$ cat src/design/tqdt_pkg.sv
// Package for the task queue with delay timers.
// Holds sizes, request modes and the shared task record type; no dependencies.
`timescale 1ns / 1ps
`default_nettype none
package tqdt_pkg;
    localparam int READY_DEPTH = 16;
    localparam int TIMER_SLOTS = 8;
    localparam int SLOT_W      = $clog2(TIMER_SLOTS + 1);
    localparam int CNT_W       = $clog2(READY_DEPTH + 1);
    localparam int RIDX_W      = (READY_DEPTH > 1) ? $clog2(READY_DEPTH) : 1;

    localparam logic [1:0] MODE_ENQ  = 2'd0;
    localparam logic [1:0] MODE_SET  = 2'd1;
    localparam logic [1:0] MODE_TICK = 2'd2;
    localparam logic [1:0] MODE_DISP = 2'd3;

    typedef struct packed {
        logic [7:0]  id;
        logic [15:0] arg;
    } task_t;

    typedef struct packed {
        logic [1:0]  mode;
        logic [7:0]  task_id;
        logic [15:0] task_arg;
        logic [15:0] delay;
    } req_t;

    typedef struct packed {
        logic        ok;
        logic        task_valid;
        logic [7:0]  out_task_id;
        logic [15:0] out_task_arg;
    } rsp_t;

    // Token passed from one timer cell to the next during a scan.
    typedef struct packed {
        logic        active;
        logic        done;     // set request already placed
        logic        free_seen;
        logic        push;     // a tick expiry to push this cycle
        task_t       ptask;
    } tok_t;
endpackage
`default_nettype wire

$ cat src/design/tqdt_stream_if.sv
// Valid/ready channel interface for requests and results.
// Depends on tqdt_pkg.
`timescale 1ns / 1ps
`default_nettype none
interface tqdt_req_if;
    import tqdt_pkg::*;
    logic valid;
    logic ready;
    req_t data;
    modport source (output valid, output data, input ready);
    modport sink   (input valid, input data, output ready);
endinterface

interface tqdt_rsp_if;
    import tqdt_pkg::*;
    logic valid;
    logic ready;
    rsp_t data;
    modport source (output valid, output data, input ready);
    modport sink   (input valid, input data, output ready);
endinterface
`default_nettype wire

$ cat src/design/tqdt_timer_cell.sv
// One timer slot of the chain; acts when the scan token reaches it or when a set request is placed in it.
// Depends on tqdt_pkg.
`timescale 1ns / 1ps
`default_nettype none
module tqdt_timer_cell (
    input  wire logic           clk,
    input  wire logic           rst_n,
    input  wire logic           is_tick,
    input  wire logic           place,
    input  wire tqdt_pkg::req_t req,
    input  wire tqdt_pkg::tok_t tok_in,
    output tqdt_pkg::tok_t      tok_out,
    output logic                is_free
);
    import tqdt_pkg::*;

    logic [7:0]  id_reg,  id_next;
    logic [15:0] arg_reg, arg_next;
    logic [15:0] cnt_reg, cnt_next;
    logic        match;

    assign is_free = (id_reg == 8'd0);
    assign match   = (req.task_id != 8'd0) && (id_reg == req.task_id)
                     && (arg_reg == req.task_arg);

    // Slot update and outgoing token.
    always_comb
    begin
        id_next  = id_reg;
        arg_next = arg_reg;
        cnt_next = cnt_reg;
        tok_out  = tok_in;
        tok_out.push = 1'b0;
        // A new delayed task is written into this slot when it is the first free one.
        if (place)
        begin
            id_next  = req.task_id;
            arg_next = req.task_arg;
            cnt_next = req.delay - 16'd1;
        end
        if (tok_in.active)
        begin
            if (is_tick)
            begin
                if (!is_free)
                begin
                    if (cnt_reg != 16'd0)
                    begin
                        cnt_next = cnt_reg - 16'd1;
                    end
                    else
                    begin
                        tok_out.push  = 1'b1;
                        tok_out.ptask = '{id: id_reg, arg: arg_reg};
                        id_next       = 8'd0;
                    end
                end
            end
            else if (!tok_in.done && match)
            begin
                cnt_next     = req.delay - 16'd1;
                tok_out.done = 1'b1;
            end
            else if (is_free)
            begin
                tok_out.free_seen = 1'b1;
            end
        end
    end

    always_ff @(posedge clk or negedge rst_n)
    begin
        if (!rst_n)
        begin
            id_reg  <= '0;
            arg_reg <= '0;
            cnt_reg <= '0;
        end
        else
        begin
            id_reg  <= id_next;
            arg_reg <= arg_next;
            cnt_reg <= cnt_next;
        end
    end
endmodule
`default_nettype wire

$ cat src/design/tqdt_ready_fifo.sv
// Ready-task FIFO as a shift queue, head at entry zero.
// Depends on tqdt_pkg.
`timescale 1ns / 1ps
`default_nettype none
module tqdt_ready_fifo (
    input  wire logic            clk,
    input  wire logic            rst_n,
    input  wire logic            push,
    input  wire tqdt_pkg::task_t push_task,
    input  wire logic            pop,
    output tqdt_pkg::task_t      head,
    output logic                 full,
    output logic                 empty
);
    import tqdt_pkg::*;

    task_t            q_reg [READY_DEPTH];
    logic [CNT_W-1:0] count_reg;

    assign full  = (count_reg == CNT_W'(READY_DEPTH));
    assign empty = (count_reg == '0);
    assign head  = q_reg[0];

    // Push writes at the tail; pop shifts all entries toward the head.
    always_ff @(posedge clk or negedge rst_n)
    begin
        if (!rst_n)
        begin
            count_reg <= '0;
            for (int i = 0; i < READY_DEPTH; i++)
            begin
                q_reg[i] <= '0;
            end
        end
        else if (pop && !empty)
        begin
            for (int i = 0; i < READY_DEPTH - 1; i++)
            begin
                q_reg[i] <= q_reg[i + 1];
            end
            q_reg[READY_DEPTH - 1] <= '0;
            count_reg <= count_reg - CNT_W'(1);
        end
        else if (push && !full && push_task.id != 8'd0)
        begin
            q_reg[count_reg[RIDX_W-1:0]] <= push_task;
            count_reg <= count_reg + CNT_W'(1);
        end
    end
endmodule
`default_nettype wire

$ cat src/design/task_queue_with_delay_timers.sv
// Task queue with delay timers: top level; uses tqdt_pkg, the stream interfaces and the cells.
// Enqueue, dispatch and set with zero delay: result in the cycle after the request.
// Tick and set with a delay scan the timer cells one slot a cycle; set with a delay then
// passes a placement state (ST_PLACE) before its result. One request at a time; a waiting
// result holds the input off.
// Reset is asynchronous and active low and empties the queue and all timers.
`timescale 1ns / 1ps
`default_nettype none
module task_queue_with_delay_timers (
    input  wire logic   clk,
    input  wire logic   rst_n,
    tqdt_req_if.sink    req,
    tqdt_rsp_if.source  rsp
);
    import tqdt_pkg::*;

    typedef enum logic [1:0] { ST_IDLE, ST_SCAN, ST_PLACE, ST_DONE } state_t;

    state_t            state_reg;
    req_t              req_reg;
    rsp_t              rsp_reg;
    logic [SLOT_W-1:0] slot_reg;
    logic              done_reg, free_reg;
    task_t             push_task_reg;
    logic              push_reg;

    tok_t        tok_last;
    tok_t        tok_o [TIMER_SLOTS];
    logic [TIMER_SLOTS-1:0] free_v;
    logic        place_en;
    logic [SLOT_W-1:0] first_free;
    rsp_t        rsp_idle;

    logic  f_push, f_pop, f_full, f_empty;
    task_t f_push_task, f_head;
    logic  is_tick, scan_active;

    assign is_tick     = (req_reg.mode == MODE_TICK);
    assign scan_active = (state_reg == ST_SCAN);

    // A set request that matched no slot goes to the first free slot.
    assign place_en = (state_reg == ST_PLACE) && !done_reg && free_reg
                      && (req_reg.task_id != 8'd0);

    // Token enters the cell chosen by the scan counter only.
    for (genvar g = 0; g < TIMER_SLOTS; g++)
    begin : g_cell
        tok_t tin;
        always_comb
        begin
            tin        = '0;
            tin.active = scan_active && (slot_reg == SLOT_W'(g));
            tin.done   = done_reg;
            tin.free_seen = free_reg;
        end
        tqdt_timer_cell u_cell (
            .clk     (clk),
            .rst_n   (rst_n),
            .is_tick (is_tick),
            .place   (place_en && (first_free == SLOT_W'(g))),
            .req     (req_reg),
            .tok_in  (tin),
            .tok_out (tok_o[g]),
            .is_free (free_v[g])
        );
    end

    // Token leaving the cell that is scanned this cycle.
    always_comb
    begin
        tok_last = '0;
        for (int i = 0; i < TIMER_SLOTS; i++)
        begin
            if (scan_active && slot_reg == SLOT_W'(i))
            begin
                tok_last = tok_o[i];
            end
        end
    end

    assign f_push      = push_reg || (state_reg == ST_IDLE && req.valid && req.ready
                         && (req.data.mode == MODE_ENQ || (req.data.mode == MODE_SET
                         && req.data.delay == 16'd0)));
    assign f_push_task = push_reg ? push_task_reg
                         : '{id: req.data.task_id, arg: req.data.task_arg};
    assign f_pop       = (state_reg == ST_IDLE && req.valid && req.ready
                         && req.data.mode == MODE_DISP);

    tqdt_ready_fifo u_fifo (
        .clk       (clk),
        .rst_n     (rst_n),
        .push      (f_push),
        .push_task (f_push_task),
        .pop       (f_pop),
        .head      (f_head),
        .full      (f_full),
        .empty     (f_empty)
    );

    assign req.ready = (state_reg == ST_IDLE) && !rsp.valid && !push_reg;
    assign rsp.valid = (state_reg == ST_DONE);
    assign rsp.data  = rsp_reg;

    // Lowest-numbered free slot; slot ids do not change during a set scan.
    always_comb
    begin
        first_free = SLOT_W'(TIMER_SLOTS);
        for (int i = TIMER_SLOTS - 1; i >= 0; i--)
        begin
            if (free_v[i])
            begin
                first_free = SLOT_W'(i);
            end
        end
    end

    // Result of a request that finishes without a scan.
    always_comb
    begin
        rsp_idle = '{ok: 1'b1, task_valid: 1'b0, out_task_id: 8'd0, out_task_arg: 16'd0};
        case (req.data.mode)
            MODE_ENQ:
            begin
                rsp_idle.ok = !f_full;
            end
            MODE_SET:
            begin
                if (req.data.delay == 16'd0)
                begin
                    rsp_idle.ok = !f_full;
                end
            end
            MODE_DISP:
            begin
                rsp_idle.ok           = !f_empty;
                rsp_idle.task_valid   = !f_empty;
                rsp_idle.out_task_id  = f_empty ? 8'd0 : f_head.id;
                rsp_idle.out_task_arg = f_empty ? 16'd0 : f_head.arg;
            end
            default:
            begin
            end
        endcase
    end

    always_ff @(posedge clk or negedge rst_n)
    begin
        if (!rst_n)
        begin
            state_reg <= ST_IDLE;
            slot_reg  <= '0;
            done_reg  <= 1'b0;
            free_reg  <= 1'b0;
            push_reg  <= 1'b0;
            push_task_reg <= '0;
            req_reg   <= '0;
            rsp_reg   <= '0;
        end
        else
        begin
            push_reg <= scan_active && tok_last.push;
            case (state_reg)
                ST_IDLE:
                begin
                    if (req.valid && req.ready)
                    begin
                        req_reg  <= req.data;
                        slot_reg <= '0;
                        done_reg <= 1'b0;
                        free_reg <= 1'b0;
                        rsp_reg  <= rsp_idle;
                        case (req.data.mode)
                            MODE_SET:
                            begin
                                state_reg <= (req.data.delay == 16'd0) ? ST_DONE : ST_SCAN;
                            end
                            MODE_TICK:
                            begin
                                state_reg <= ST_SCAN;
                            end
                            default:
                            begin
                                state_reg <= ST_DONE;
                            end
                        endcase
                    end
                end
                ST_SCAN:
                begin
                    done_reg <= tok_last.done;
                    free_reg <= tok_last.free_seen;
                    push_task_reg <= tok_last.ptask;
                    if (slot_reg == SLOT_W'(TIMER_SLOTS - 1))
                    begin
                        state_reg <= is_tick ? ST_DONE : ST_PLACE;
                    end
                    slot_reg <= slot_reg + SLOT_W'(1);
                end
                ST_PLACE:
                begin
                    rsp_reg.ok <= done_reg || free_reg;
                    state_reg  <= ST_DONE;
                end
                ST_DONE:
                begin
                    if (rsp.ready)
                    begin
                        state_reg <= ST_IDLE;
                    end
                end
                default:
                begin
                    state_reg <= ST_IDLE;
                end
            endcase
        end
    end
endmodule
`default_nettype wire

$ cat src/flat_wrapper.sv
// flat-port wrapper written by rule: the top's interface ports become plain ports
module task_queue_with_delay_timers_flat import tqdt_pkg::*;
  (clk, rst_n, req_valid, req_data, req_ready, rsp_valid, rsp_data, rsp_ready);
  tqdt_req_if req_i ();
  tqdt_rsp_if rsp_i ();
  input  wire logic clk;
  input  wire logic rst_n;
  input wire logic [$bits(req_i.valid)-1:0] req_valid;
  input wire logic [$bits(req_i.data)-1:0] req_data;
  output wire logic [$bits(req_i.ready)-1:0] req_ready;
  output wire logic [$bits(rsp_i.valid)-1:0] rsp_valid;
  output wire logic [$bits(rsp_i.data)-1:0] rsp_data;
  input wire logic [$bits(rsp_i.ready)-1:0] rsp_ready;
  assign req_i.valid = req_valid;
  assign req_i.data = req_data;
  assign req_ready = req_i.ready;
  assign rsp_valid = rsp_i.valid;
  assign rsp_data = rsp_i.data;
  assign rsp_i.ready = rsp_ready;
  task_queue_with_delay_timers u_core (.clk(clk), .rst_n(rst_n), .req(req_i), .rsp(rsp_i));
endmodule
$ cat config.mk
export PLATFORM = sky130hd
export DESIGN_NAME = task_queue_with_delay_timers_flat
export DESIGN_NICKNAME = d
export VERILOG_FILES = /design/src/design/tqdt_pkg.sv /design/src/design/tqdt_stream_if.sv /design/src/design/tqdt_timer_cell.sv /design/src/design/tqdt_ready_fifo.sv /design/src/design/task_queue_with_delay_timers.sv /design/src/flat_wrapper.sv
export SDC_FILE = /design/constraint.sdc
export NUM_CORES = 2
export LEC_CHECK = 0
export ABC_CLOCK_PERIOD_IN_PS = 4000
export BUFFER_PORTS_ARGS = -buffer_cell sky130_fd_sc_hd__clkbuf_2
export CAP_MARGIN = 30
export CORE_AREA = 2 2 309 311
export DETAILED_ROUTE_END_ITERATION = 6
export DIE_AREA = 0 0 311 313
export SYNTH_ARGS = -nofsm -noshare
export SYNTH_HDL_FRONTEND = slang
export SYNTH_SLANG_ARGS = --single-unit
$ cat constraint.sdc
create_clock -name clk -period 4 [get_ports clk]
set_input_delay 0.2 -clock clk [delete_from_list [all_inputs] [get_ports clk]]
set_output_delay 0.2 -clock clk [all_outputs]
set_load 0.05 [all_outputs]
==> impl_results.md <==
- Routed metal-1 wirelength: slightly below 70 mm
- Netlist Area Pre-Place: approximately 43000 µm²
- Post-detailed-route count of antenna-violating nets: 0
- Accumulated negative setup slack: 0 ns
- Via count: 38100
- Area share of the largest cell type after synthesis: 0.472
- Share of post-route cells with drive strength above 1: 0.110
- Worst clock skew: around 0.014 ns
- Row count: 113
- Hold Vio Cnt, Final: 0
- Clock insertion delay at the later pin of the skew report: around 0.66 ns
- Worst r2r src: u_core.req_reg[35]$_DFFE_PN0P_
- Die Ht: 313 µm
- Portion of the clock cycle consumed by the worst path in the final layout: 0.882
- Synthesized netlist cell count: about 4800
- Proportion of synthesized chip area in sequential cells: 0.472
- Max VDD drop: about 0.39 mV
- CTS tree: built
- Multiplexer share of the synthesized area: 0.0262
- Syn avg cell area: roughly 9.0 µm²
- Buffers plus inverters on the worst setup path: 2
- Largest fanout on the critical path: 8
- Detailed Route WL: 146 mm
- Initial core utilization: 0.456
- Half-perimeter wire length after placement: roughly 98 mm
- Total Nets Final: a little under 5000
- Maximum count of clock buffers along a single path: 3
- Pin count of the biggest net entering global routing: 150
- Number of library cell types mapped by synthesis: 92
- Cell with the largest stage delay on the worst path: or4_1
- Leakage power of the design: ~22 nW
- Highest routed metal layer: met5
- Normalized max-slew margin: 0.266
- Fmax: about 0.28 GHz
- Area of the multi-input gates: around 21000 µm²
- Violated checks: design-rule violations
- Layout overhead on the synthesized area: 13.1%
- Dominant cell type by area after synthesis: dfrtp_1
- Total of max-cap violations: 0
- Worst setup slack after layout: roughly 0.47 ns
- Setup-violating endpoint count in the final report: 0
- Antenna Cells: 0
- Average detailed-routed wire length per instance: roughly 24 µm
- First-pass GRT wire length: ~230 mm
- Number of inserted filler cells in the final layout: approximately 8700
- Leading register cell type out of synthesis: dfrtp_1
- Path type of the worst setup path: flip-flop to flip-flop
- Router iterations before antenna repair: 7
- Amount of wire on met2 after detailed routing: about 62 mm
- Family with the most delay on the worst path: simple AND/OR/NAND/NOR gates
- Mapped Nets: 4841
- Outcome: complete, but fails checks
- Worst r2r path cells: 8
- Kind of path behind the tightest hold check: input pin to asynchronous set/reset pin
- Complex-gate fraction of the synthesized area: 0.191
- Main combinational cell family by area after synthesis: simple AND/OR/NAND/NOR gates
- Routability-driven placement congestion ratio: about 0.94
- Worst setup slack for register-to-register paths: ~0.47 ns
- Die extent in x: just over 300 µm
- Endpoint of the worst register-to-register path: u_core.g_cell[5].u_cell.cnt_reg[2]$_DFF_PN0_
- Async set-reset flop share out of synthesis: 1.00
- Antenna violations before repair: 5
- Count of warnings emitted by yosys: 0
- Adder-cell share of the synthesized area: 0.00717
- Number of vias per cell after detailed routing: slightly above 6
- Areal power density over the cells: slightly below 800 nW/µm²
- DRC viols: 5
- Cell-by-cell listing of the critical path: xor2_1 > or4_1 > or4_1 > nor3_1 > inv_1 > a21oi_2 > buf_4 > a2bb2oi_1
- Clk sink count: between 800 and 900
- Worst Path Arrival: slightly above 4 ns
- Kind of start point of the critical path: flip-flop
- GRT Resource Usage Total: 0.296
- Max reg flops: 360
- TritonCTS buffer count: 90
- Core area: about 94000 µm²
- Maximum cell stage delay along the critical path: 0.64 ns
- Initial DRC count: around 4700
- Worst Setup Slack post-DPL: roughly 0.56 ns
- Clock period minus worst slack: between 3 and 4 ns
- Area of the die: ~100000 µm²
- Register clock-pin slew on the reported worst setup and hold paths: ~0.07 ns
- Final Max Slew Viols: 0
- Transition time at the pin with the least slew margin: roughly 1.1 ns
- Buffer type at the clock tree root: clkbuf_16
- Met3 layer wire length in the routed design: ~13 mm
- EDFF count, synth: 0
- Most numerous cell on the critical path: or4_1
- Critical path required time: 4.58 ns
- Area taken by flip-flops and latches: between 20000 and 25000 µm²
- Number of placed I/O pins: 74
- Global route total overflow: 0
- Cell types with the largest area share after synthesis: dfrtp_1, nand2_1, o211ai_1
- Flop and latch count out of synthesis: 810
- Layout Utilization: 0.515
- Depth of the CTS H-tree: 3
- Xor and xnor area share after synthesis: 0.0535
- PortBufs: between 70 and 80
- Endpoint kind of the worst setup timing path: flip-flop
- Number of global-route vias before repair: ~36000
- Simple-gate portion of the synthesized area: 0.207
- Unrepaired setup endpoints after global routing: false
[timing repair]
item,in CTS,in global routing
setup buffers,0,0
setup endpoints to repair,0,0
resized for setup,0,0
hold buffers,43,0
endpoints found under the hold margin,104,0
[cells in the final DEF (no fill, tap or decap), drive strengths merged, types with 136 or more instances in the layout]
cell    count
a21oi     221
a221o     136
buf       194
clkbuf    208
dfrtp     810
nand2     868
nand3     309
nor2      391
o211ai    224
o21ai     166
xnor2     151
[cells in the mapped netlist (all sizes together), types with 7 or more instances]
cell,count
o22ai,41
a22o,31
or3,27
buf,103
a2bb2oi,23
o21ai,166
nor2b,13
or2,13
nand4b,8
a21o,11
and3,12
a221o,136
o211ai,224
and2,20
clkbuf,291
nand4,61
xor2,111
o21a,16
a32oi,22
a222oi,18
a211oi,19
mux2,60
o21bai,8
o31ai,7
a221oi,26
xnor2,151
nand2b,13
nor2,391
a22oi,70
mux2i,45
a31oi,18
nand3b,8
ha,23
a21oi,221
nand3,309
or4,31
nor3,89
nor4,83
o221ai,21
o22a,7
nor3b,7
dfrtp,810
inv,56
nand2,868
[per-stage QoR]
stage	area (µm²)	hold slack, ns	cells	total power [mW]
2_1_floorplan	42900	-0.0956	4771	23.0
3_3_place_gp	45100	0.274	5905	28.6
3_5_place_dp	45100	0.280	5908	28.8
4_1_cts	48500	0.152	6111	37.4
5_1_grt	48500	0.203	6113	39.6
6_report	48500	0.151	6113	37.6
[layer usage]
layer | GRT usage | up-vias
met1 | 0.458 | 19000
met4 | 0.0843 | 4
li1 | - | 17300
met3 | 0.0577 | 237
met2 | 0.419 | 1617
met5 | 0 | -
[final cells by class]
| class | instances | share of cell area |
|---|---|---|
| sequential | 810 | 0.418 |
| clock inverter | 26 | 0.00544 |
| inverter | 57 | 0.00456 |
| multi-input combinational | 3510 | 0.434 |
| tap | 1265 | 0.0326 |
| clock buffer | 134 | 0.0556 |
| timing repair buffer | 311 | 0.0505 |
[power by group]
part	switching (mW)	internal, mW	total (mW)
sequential	2.89	11.0	13.9
combinational	9.66	5.59	15.3
clock	3.56	4.86	8.42
total	16.1	21.5	37.6
[how the worst max path moves through the flow]
stage                                    start                                           end  slack [ns]  cells past startpoint
6_report        u_core.req_reg[35]$_DFFE_PN0P_  u_core.g_cell[5].u_cell.cnt_reg[2]$_DFF_PN0_        0.47                      8
5_1_grt                            req_data[1]           u_core.u_fifo.q_reg[43]$_DFFE_PN0P_        0.32                     10
4_1_cts         u_core.req_reg[35]$_DFFE_PN0P_  u_core.g_cell[5].u_cell.cnt_reg[0]$_DFF_PN0_        0.63                      8
3_5_place_dp                       req_data[1]          u_core.u_fifo.q_reg[130]$_DFFE_PN0P_        0.56                      9
3_3_place_gp                       req_data[1]          u_core.u_fifo.q_reg[126]$_DFFE_PN0P_        0.57                      9
2_1_floorplan  u_core.state_reg[0]$_DFFE_PN0P_        u_core.u_fifo.count_reg[4]$_DFFE_PN0P_       0.006                     15
[kinds of logic after synthesis]
family | Yosys count
AND/OR/NAND/NOR | 1977
AO/OA/AOI/OAI | 1142
flip-flops | 810
buffers and inverters | 451
XOR/XNOR | 262
multiplexers | 105
adder cells (fa/ha/maj) | 24
(Power assumes the default switching activity.)
